**src/rtl/core/kdpc_pkg.sv**
```systemverilog
// Package for the key debounce / press classifier.
// Holds register reset values, configuration indexes and the shared structs.
// No dependencies.
package kdpc_pkg;

  localparam int KEY_W    = 3;
  localparam int CODE_W   = 4;
  localparam int CNT8_W   = 8;
  localparam int CNT9_W   = 9;
  localparam int CFG_IDX_W = 3;

  localparam logic              INVERT_INPUT_DEF = 1'b1;
  localparam logic [CODE_W-1:0] HOME_CODE_DEF    = 4'd8;

  localparam logic [KEY_W-1:0] KEY_MASK   = 3'h7;
  localparam logic [CNT9_W-1:0] SPECIAL_WINDOW = 9'd30;

  // register reset values
  localparam logic [KEY_W-1:0]  RST_SPECIAL_COMBO      = 3'd3;
  localparam logic [CNT8_W-1:0] RST_RELEASE_TICKS      = 8'd10;
  localparam logic [CNT8_W-1:0] RST_SPECIAL_LONG_TICKS = 8'd200;
  localparam logic [CNT8_W-1:0] RST_SPECIAL_SHORT_MIN  = 8'd10;
  localparam logic [CNT8_W-1:0] RST_SHORT_TICKS        = 8'd10;
  localparam logic [CNT8_W-1:0] RST_REPEAT_FIRST       = 8'd100;
  localparam logic [CNT8_W-1:0] RST_REPEAT_INTERVAL    = 8'd20;
  localparam logic [CNT8_W-1:0] RST_LONG_REPEATS       = 8'd10;

  typedef enum logic [CFG_IDX_W-1:0] {
    CFG_SPECIAL_COMBO      = 3'd0,
    CFG_RELEASE_TICKS      = 3'd1,
    CFG_SPECIAL_LONG_TICKS = 3'd2,
    CFG_SPECIAL_SHORT_MIN  = 3'd3,
    CFG_SHORT_TICKS        = 3'd4,
    CFG_REPEAT_FIRST       = 3'd5,
    CFG_REPEAT_INTERVAL    = 3'd6,
    CFG_LONG_REPEATS       = 3'd7
  } kdpc_cfg_idx_t;

  typedef struct packed {
    logic [KEY_W-1:0]  special_combo;
    logic [CNT8_W-1:0] release_ticks;
    logic [CNT8_W-1:0] special_long_ticks;
    logic [CNT8_W-1:0] special_short_min;
    logic [CNT8_W-1:0] short_ticks;
    logic [CNT8_W-1:0] repeat_first;
    logic [CNT8_W-1:0] repeat_interval;
    logic [CNT8_W-1:0] long_repeats;
  } kdpc_cfg_t;

  // packed low field last so the struct maps straight onto out_tdata[9:0]
  typedef struct packed {
    logic [KEY_W-1:0]  event_key;
    logic              long_flag;
    logic              repeat_flag;
    logic              short_flag;
    logic [CODE_W-1:0] key_code;
  } kdpc_result_t;

  localparam int RESULT_W   = $bits(kdpc_result_t);
  localparam int OUT_DATA_W = ((RESULT_W + 7) / 8) * 8;
  localparam int IN_DATA_W  = ((KEY_W + 7) / 8) * 8;

endpackage

```
**src/rtl/core/kdpc_core.sv**
```systemverilog
// Classifier core: press state registers and the one-tick update logic.
// Depends on kdpc_pkg.
module kdpc_core
  import kdpc_pkg::*;
#(
  parameter logic              INVERT_INPUT = INVERT_INPUT_DEF,
  parameter logic [CODE_W-1:0] HOME_CODE    = HOME_CODE_DEF
) (
  input  logic             clk,
  input  logic             rst_n,
  input  logic             step_en,
  input  logic [KEY_W-1:0] raw_keys,
  input  kdpc_cfg_t        cfg,
  output kdpc_result_t     result
);

  logic              release_wait_r,  release_wait_nxt;
  logic [CNT8_W-1:0] release_count_r, release_count_nxt;
  logic [CNT8_W-1:0] special_count_r, special_count_nxt;
  logic [CNT9_W-1:0] stable_count_r,  stable_count_nxt;
  logic [CNT9_W-1:0] repeat_count_r,  repeat_count_nxt;
  logic [KEY_W-1:0]  prev_keys_r,     prev_keys_nxt;

  always_comb begin
    logic [KEY_W-1:0]  keys;
    logic [CNT8_W-1:0] rc_inc;
    logic [CNT8_W-1:0] sc_inc;
    logic [CNT9_W-1:0] st_inc;
    logic [CNT9_W-1:0] rep_thr;
    logic [CNT9_W-1:0] ssm_hi;
    logic [CODE_W-1:0] code;
    logic              f_short;
    logic              f_repeat;
    logic              f_long;

    keys    = INVERT_INPUT ? (~raw_keys & KEY_MASK) : raw_keys;
    rc_inc  = release_count_r + 8'd1;
    sc_inc  = special_count_r + 8'd1;
    st_inc  = stable_count_r + 9'd1;
    rep_thr = {1'b0, cfg.repeat_first} + {1'b0, cfg.repeat_interval};
    ssm_hi  = {1'b0, cfg.special_short_min} + SPECIAL_WINDOW;
    code     = '0;
    f_short  = 1'b0;
    f_repeat = 1'b0;
    f_long   = 1'b0;

    release_wait_nxt  = release_wait_r;
    release_count_nxt = release_count_r;
    special_count_nxt = special_count_r;
    stable_count_nxt  = stable_count_r;
    repeat_count_nxt  = repeat_count_r;
    prev_keys_nxt     = keys;

    // special combination / release wait
    if (release_wait_r) begin
      if (keys == '0) begin
        if (rc_inc >= cfg.release_ticks) begin
          release_count_nxt = '0;
          release_wait_nxt  = 1'b0;
        end else begin
          release_count_nxt = rc_inc;
        end
      end else begin
        release_count_nxt = '0;
      end
    end else if (keys == cfg.special_combo) begin
      if (sc_inc >= cfg.special_long_ticks) begin
        special_count_nxt = '0;
        code              = HOME_CODE;
        f_long            = 1'b1;
        release_wait_nxt  = 1'b1;
      end else begin
        special_count_nxt = sc_inc;
      end
    end else begin
      if ((special_count_r >= cfg.special_short_min) &&
          ({1'b0, special_count_r} < ssm_hi)) begin
        code    = {1'b0, cfg.special_combo};
        f_short = 1'b1;
      end
      special_count_nxt = '0;
    end

    // normal keys: debounce, auto-repeat, long
    if ((keys == '0) || (keys != prev_keys_r) || (keys == cfg.special_combo)) begin
      stable_count_nxt = '0;
      repeat_count_nxt = '0;
    end else begin
      stable_count_nxt = st_inc;
      if (st_inc == {1'b0, cfg.short_ticks}) begin
        code    = {1'b0, keys};
        f_short = 1'b1;
      end
      if (st_inc == rep_thr) begin
        code             = {1'b0, keys};
        f_repeat         = 1'b1;
        stable_count_nxt = {1'b0, cfg.repeat_first};
        repeat_count_nxt = repeat_count_r + 9'd1;
      end
      if (repeat_count_nxt == {1'b0, cfg.long_repeats}) begin
        code             = {1'b0, keys};
        f_long           = 1'b1;
        repeat_count_nxt = {1'b0, cfg.long_repeats} + 9'd1;
      end
    end

    result.key_code    = code;
    result.short_flag  = f_short;
    result.repeat_flag = f_repeat;
    result.long_flag   = f_long;
    result.event_key   = (f_short && ((code == 4'd1) || (code == 4'd2) || (code == 4'd4)))
                         ? code[KEY_W-1:0] : '0;
  end

  always_ff @(posedge clk) begin
    if (!rst_n) begin
      release_wait_r  <= 1'b0;
      release_count_r <= '0;
      special_count_r <= '0;
      stable_count_r  <= '0;
      repeat_count_r  <= '0;
      prev_keys_r     <= '0;
    end else if (step_en) begin
      release_wait_r  <= release_wait_nxt;
      release_count_r <= release_count_nxt;
      special_count_r <= special_count_nxt;
      stable_count_r  <= stable_count_nxt;
      repeat_count_r  <= repeat_count_nxt;
      prev_keys_r     <= prev_keys_nxt;
    end
  end

  // the special counter is parked at zero for the whole release wait
  a_wait_no_special: assert property (@(posedge clk) disable iff (!rst_n)
    release_wait_r |-> (special_count_r == '0))
    else $error("special count moved during release wait");

  // a repeat event always rewinds the stable counter to repeat_first
  a_repeat_rewind: assert property (@(posedge clk) disable iff (!rst_n)
    (step_en && result.repeat_flag) |=> (stable_count_r == {1'b0, $past(cfg.repeat_first)}))
    else $error("stable count not rewound after repeat");

  // a posted key only comes with a short press of a single key
  a_event_short: assert property (@(posedge clk) disable iff (!rst_n)
    (step_en && (result.event_key != '0)) |->
      (result.short_flag && ($countones(result.key_code) == 1) && !result.key_code[3]))
    else $error("event key without single-key short press");

endmodule

```
**src/rtl/core/kdpc_skid.sv**
```systemverilog
// Two-entry output buffer for result items; ready is taken from a register.
// Depends on kdpc_pkg.
module kdpc_skid
  import kdpc_pkg::*;
(
  input  logic         clk,
  input  logic         rst_n,
  input  logic         push_valid,
  output logic         push_ready,
  input  kdpc_result_t push_data,
  output logic         pop_valid,
  input  logic         pop_ready,
  output kdpc_result_t pop_data
);

  logic         main_v_r, main_v_nxt;
  logic         skid_v_r, skid_v_nxt;
  kdpc_result_t main_r,   main_nxt;
  kdpc_result_t skid_r,   skid_nxt;
  logic         push;
  logic         pop;

  assign push_ready = !skid_v_r;
  assign push       = push_valid && push_ready;
  assign pop        = main_v_r && pop_ready;
  assign pop_valid  = main_v_r;
  assign pop_data   = main_r;

  always_comb begin
    main_v_nxt = main_v_r;
    skid_v_nxt = skid_v_r;
    main_nxt   = main_r;
    skid_nxt   = skid_r;
    if (pop) begin
      if (skid_v_r) begin
        main_nxt   = skid_r;
        skid_v_nxt = 1'b0;
      end else begin
        main_v_nxt = push;
        main_nxt   = push_data;
      end
    end else if (push) begin
      if (!main_v_r) begin
        main_v_nxt = 1'b1;
        main_nxt   = push_data;
      end else begin
        skid_v_nxt = 1'b1;
        skid_nxt   = push_data;
      end
    end
  end

  always_ff @(posedge clk) begin
    if (!rst_n) begin
      main_v_r <= 1'b0;
      skid_v_r <= 1'b0;
    end else begin
      main_v_r <= main_v_nxt;
      skid_v_r <= skid_v_nxt;
    end
  end

  always_ff @(posedge clk) begin
    main_r <= main_nxt;
    skid_r <= skid_nxt;
  end

  // the spare entry is only ever filled behind a full head entry
  a_skid_order: assert property (@(posedge clk) disable iff (!rst_n)
    skid_v_r |-> main_v_r)
    else $error("skid entry valid with empty head");

endmodule

```
**src/rtl/core/key_debounce_press_classifier_top.sv**
```systemverilog
// Top level of the key debounce / press classifier: config registers,
// input register, classifier core and output buffer.
// Depends on kdpc_pkg, kdpc_core, kdpc_skid.
//
//  channel | dir | handshake             | payload
//  --------+-----+-----------------------+---------------------------------------
//  in_     | in  | in_tvalid / in_tready | in_tdata[2:0] raw_keys (one tick)
//  out_    | out | out_tvalid/out_tready | out_tdata[9:0] code, flags, event key
//  cfg_    | in  | cfg_valid / cfg_ready | cfg_index[2:0], cfg_data[7:0]
//
// One result item per input item; one item per cycle sustained while out_tready
// stays high. The input item is registered, then the core's update result is
// registered in the output buffer. The output buffer has two entries and its
// ready comes from a register, so a stall on out_ lets one more item in before
// in_tready drops. cfg_ready is always high. Reset (rst_n low, synchronous)
// clears all press state and loads the register defaults.
module key_debounce_press_classifier_top
  import kdpc_pkg::*;
#(
  parameter logic              INVERT_INPUT = INVERT_INPUT_DEF,
  parameter logic [CODE_W-1:0] HOME_CODE    = HOME_CODE_DEF
) (
  input  logic                  clk,
  input  logic                  rst_n,
  // input ticks
  input  logic                  in_tvalid,
  output logic                  in_tready,
  input  logic [IN_DATA_W-1:0]  in_tdata,   // [2:0] raw_keys, rest zero
  // results
  output logic                  out_tvalid,
  input  logic                  out_tready,
  output logic [OUT_DATA_W-1:0] out_tdata,  // [3:0] key_code, [4] short_flag,
                                            // [5] repeat_flag, [6] long_flag,
                                            // [9:7] event_key, rest zero
  // configuration writes
  input  logic                  cfg_valid,
  output logic                  cfg_ready,
  input  logic [CFG_IDX_W-1:0]  cfg_index,
  input  logic [CNT8_W-1:0]     cfg_data
);

  kdpc_cfg_t        cfg_r;
  logic             in_v_r;
  logic [KEY_W-1:0] in_keys_r;
  logic             buf_ready;
  logic             step_en;
  kdpc_result_t     step_result;
  kdpc_result_t     out_result;

  assign cfg_ready = 1'b1;

  // configuration registers
  always_ff @(posedge clk) begin
    if (!rst_n) begin
      cfg_r.special_combo      <= RST_SPECIAL_COMBO;
      cfg_r.release_ticks      <= RST_RELEASE_TICKS;
      cfg_r.special_long_ticks <= RST_SPECIAL_LONG_TICKS;
      cfg_r.special_short_min  <= RST_SPECIAL_SHORT_MIN;
      cfg_r.short_ticks        <= RST_SHORT_TICKS;
      cfg_r.repeat_first       <= RST_REPEAT_FIRST;
      cfg_r.repeat_interval    <= RST_REPEAT_INTERVAL;
      cfg_r.long_repeats       <= RST_LONG_REPEATS;
    end else if (cfg_valid && cfg_ready) begin
      case (kdpc_cfg_idx_t'(cfg_index))
        CFG_SPECIAL_COMBO:      cfg_r.special_combo      <= cfg_data[KEY_W-1:0];
        CFG_RELEASE_TICKS:      cfg_r.release_ticks      <= cfg_data;
        CFG_SPECIAL_LONG_TICKS: cfg_r.special_long_ticks <= cfg_data;
        CFG_SPECIAL_SHORT_MIN:  cfg_r.special_short_min  <= cfg_data;
        CFG_SHORT_TICKS:        cfg_r.short_ticks        <= cfg_data;
        CFG_REPEAT_FIRST:       cfg_r.repeat_first       <= cfg_data;
        CFG_REPEAT_INTERVAL:    cfg_r.repeat_interval    <= cfg_data;
        CFG_LONG_REPEATS:       cfg_r.long_repeats       <= cfg_data;
        default: ;
      endcase
    end
  end

  // input register: the core steps when it holds an item and the buffer has room
  assign step_en   = in_v_r && buf_ready;
  assign in_tready = !in_v_r || buf_ready;

  always_ff @(posedge clk) begin
    if (!rst_n) begin
      in_v_r <= 1'b0;
    end else if (in_tready) begin
      in_v_r <= in_tvalid;
    end
  end

  always_ff @(posedge clk) begin
    if (in_tvalid && in_tready) begin
      in_keys_r <= in_tdata[KEY_W-1:0];
    end
  end

  kdpc_core #(
    .INVERT_INPUT (INVERT_INPUT),
    .HOME_CODE    (HOME_CODE)
  ) u_core (
    .clk      (clk),
    .rst_n    (rst_n),
    .step_en  (step_en),
    .raw_keys (in_keys_r),
    .cfg      (cfg_r),
    .result   (step_result)
  );

  kdpc_skid u_skid (
    .clk        (clk),
    .rst_n      (rst_n),
    .push_valid (in_v_r),
    .push_ready (buf_ready),
    .push_data  (step_result),
    .pop_valid  (out_tvalid),
    .pop_ready  (out_tready),
    .pop_data   (out_result)
  );

  assign out_tdata = {{(OUT_DATA_W-RESULT_W){1'b0}}, out_result};

endmodule
```
**config.mk**
```make
export PLATFORM = sky130hd
export DESIGN_NAME = key_debounce_press_classifier_top
export DESIGN_NICKNAME = d
export VERILOG_FILES = /design/src/rtl/core/kdpc_pkg.sv /design/src/rtl/core/kdpc_core.sv /design/src/rtl/core/kdpc_skid.sv /design/src/rtl/core/key_debounce_press_classifier_top.sv
export SDC_FILE = /design/constraint.sdc
export NUM_CORES = 1
export LEC_CHECK = 0
export BUFFER_PORTS_ARGS = -buffer_cell sky130_fd_sc_hd__buf_2
export CAP_MARGIN = 20
export CORE_ASPECT_RATIO = 2
export CORE_MARGIN = 8
export CORE_UTILIZATION = 50
export CTS_CLUSTER_DIAMETER = 100
export DETAILED_ROUTE_END_ITERATION = 12
export PLACE_DENSITY = 0.7
export REMOVE_ABC_BUFFERS = 1
export SLEW_MARGIN = 10
export SYNTH_ARGS = -nofsm -noshare
export SYNTH_HDL_FRONTEND = slang
export SYNTH_HIERARCHICAL = 1
export SYNTH_SLANG_ARGS = --single-unit
export TNS_END_PERCENT = 50
```
**constraint.sdc**
```tcl
create_clock -name clk -period 3.95 [get_ports clk]
set_input_delay 1.185 -clock clk [delete_from_list [all_inputs] [get_ports clk]]
set_output_delay 1.185 -clock clk [all_outputs]
set_load 0.02 [all_outputs]
```
==> results.cfg <==
[cts]
insertion_delay_ps = 410
path_clk_slew_ps = 50
cts_buffers = 17
holdBufCountCts = 0
h-tree-depth = 4
cts_tree = yes
clock_path_buffers = 2
cts_num_sinks = 123
cts_root_buffer = clkbuf_16

[synth]
ys_types = 76
syn_area_per_cell_um2 = 9.25
synthTopCellsByArea = dfxtp_1, mux2i_1, edfxtp_1
yosys_warnings = 6
syn_area_mm2 = 0.00767
synthArstFlopShare = 0
synthTopCellsByCount = dfxtp_1, nand2_1, mux2i_1, ha_1, inv_1
synth_ff_type = dfxtp_1
synth_top_area_share = 0.261
synth.largest_area_cell = dfxtp_1
synth_edf_count = 23
synth_cells = 829
ys_ff_latch = 123
synthMostInstantiatedCell = dfxtp_1
seq_area_frac_synth = 0.351

[pwr]
pwr-share-seq = 0.404
leakage_nw = 3.79
power.density_mw_per_mm2 = 375
combPwrFrac = 0.066
p_int_w = 0.00256
power.share.clock = 0.530
swShare = 0.221
switchingPower_w = 0.000725
max-vdd-ir-drop_mv = 0.330

[setup_path]
criticalPathCategory = reg2reg
critPathLaunchType = register
cp_data_arrival_time_ps = 4170
slowest_stage = fa_2
end_kind = register
crit_path_cell_trace = ha_4 > inv_2 > fa_2 > xor2_1 > nand3_1 > a2111oi_4 > nand4_1 > or2_1 > or4b_1 > a221o_1 > a31oi_4 > mux2i_1 > mux2_4
slowest_delay_ps = 560
required_ps = 4110
critPathMaxFanout = 5

[global_route]
grtUsageTotal = 0.189
grt-ovfl-total = 0
grt_max_degree = 43
antenna_found_initial = 0
grt_pass1_wl_mm = 30.5
grt_pass1_vias = 6124

[die]
rows = 64
chipHeight_um = 191
die_w_um = 104
die-area_mm2 = 0.0198
coreArea_mm2 = 0.0151
initial_utilization = 0.507
ios = 43

[route]
post-route-drc-count = 0
routed_via_density = 5.71
drtAntennaViolNets = 0
dr.pass1.iters = 5
num_vias = 6148
drtIter0Drc = 296
avgRoutedWirePerCell_um = 17.3
wirelength_mm = 18.6

[outcome]
violations = setup timing
status = finished, violations left

[sta]
setup_viol = 6
worst_pin_slew_ps = 848
rsz0062_at_grt = yes
max_freq_ghz = 0.249
max_slew_margin = 0.434
slew_viol_final = 0
period_minus_slack_ps = 4010
finalWorstSetupSlack_ps = -61.7
finalClockSkew_ps = 7.89
tns_ps = -169
fin_crit_sh = 1.02
hold_viol = 0

[placed_design]
gp_congestion = 0.883
port_buffers = 30
dp_hpwl_mm = 13.1
post-place-ws_ps = -155

[final_layout]
n_antenna_cell = 0
final_nets = 935
area_growth_pct = 14.1
layout-drive-gt1-share = 0.144

[run]
drv_cap = 0

[min_path]
hp-class = reg2reg
stage by stage:
step,std cells,total power [W],hold slack (ps),utilization,area (um^2)
after global placement,1043,0.00156,448,0.531,8040
after CTS,1076,0.00330,467,0.578,8740
final,1076,0.00328,464,0.578,8750
after detailed placement,1043,0.00157,459,0.531,8040
after global routing,1076,0.00337,491,0.578,8750
after floorplan,784,0.00148,439,-,7400
cells by family after synthesis:
logic type,synth area share
other,0.000979
adder cells (fa/ha/maj),0.0760
multiplexers,0.116
XOR/XNOR,0.0750
buffers and inverters,0.0587
AO/OA/AOI/OAI,0.124
flip-flops,0.351
AND/OR/NAND/NOR,0.198
worst max-delay path, delay by kind of cell (launching register included):
kind / cells / cell delay, ps
AO/OA/AOI/OAI: 3 / 1040
XOR/XNOR: 1 / 150
adder cells (fa/ha/maj): 2 / 700
buffers and inverters: 1 / 40
flip-flops: 1 / 350
multiplexers: 2 / 440
AND/OR/NAND/NOR: 4 / 1030
sequential cells by signal, indices dropped and copies added, names as in the netlist:
register / flops
u_core/repeat_count_r: 9
in_keys_r: 3
u_skid/skid_v_r: 1
u_core/prev_keys_r: 3
u_core/release_count_r: 8
u_core/special_count_r: 8
u_skid/skid_r: 10
u_core/release_wait_r: 1
in_v_r: 1
u_core/stable_count_r: 9
u_skid/pop_valid: 1
u_skid/pop_data: 10
cfg_r: 59
layer usage:
layer	vias up	global-route usage	routed length, um
li1	2992	-	-
met1	2972	0.217	7900
met2	152	0.339	9520
met3	32	0.0321	784
met4	0	0.0734	402
met5	-	0	0
power groups by stage:
| stage | registers [W] | clock network [W] | logic, W |
|---|---|---|---|
| detailed placement | 0.00135 | 0 | 0.000212 |
| global placement | 0.00135 | 0 | 0.000208 |
| finish | 0.00133 | 0.00174 | 0.000215 |
| floorplan | 0.00136 | 0 | 0.000123 |
| CTS | 0.00133 | 0.00176 | 0.000215 |
| global route | 0.00133 | 0.00180 | 0.000234 |
layout by cell type, fill, tap and decap left out, drive strengths merged, types with 4 or more instances in the layout:
cell / instances
a211oi: 6
a21boi: 4
a21o: 22
a21oi: 22
a22oi: 6
a31oi: 9
a32o: 7
and2: 15
and3: 5
buf: 62
bufinv: 6
clkbuf: 18
clkinv: 6
conb: 7
dfxtp: 100
edfxtp: 23
ha: 45
inv: 43
mux2: 14
mux2i: 73
nand2: 93
nand2b: 7
nand3: 38
nand4: 11
nand4b: 6
nor2: 42
nor2b: 31
nor3: 12
nor4: 5
o21a: 7
o21ai: 11
o22ai: 7
or2: 4
or3: 6
xnor2: 32
xor2: 25
final timing paths:
kind	start	to	slack, ps	cells after the start
min	cfg_r[41]	cfg_r[41]	460	2
max	cfg_r[16]	u_skid/pop_data[0]	-60	13
min reg2reg	cfg_r[41]	cfg_r[41]	460	2
max reg2reg	cfg_r[16]	u_skid/pop_data[0]	-60	13
cell type report:
type                            count  area [um^2]
Inverter                           43          161
Sequential cell                   123         2700
Clock buffer                       18          429
Multi-Input combinational cell    618         4580
Fill cell                        1299         6380
Timing Repair Buffer               62          407
Tap cell                          198          248
Clock inverter                     14          225
repair_timing:
item	4_1_cts	5_1_grt
cloned	0	0
pin swaps	10	1
resized for setup	11	2
endpoints found under the setup margin	6	8
setup buffers	2	0
(Power assumes the default switching activity.)
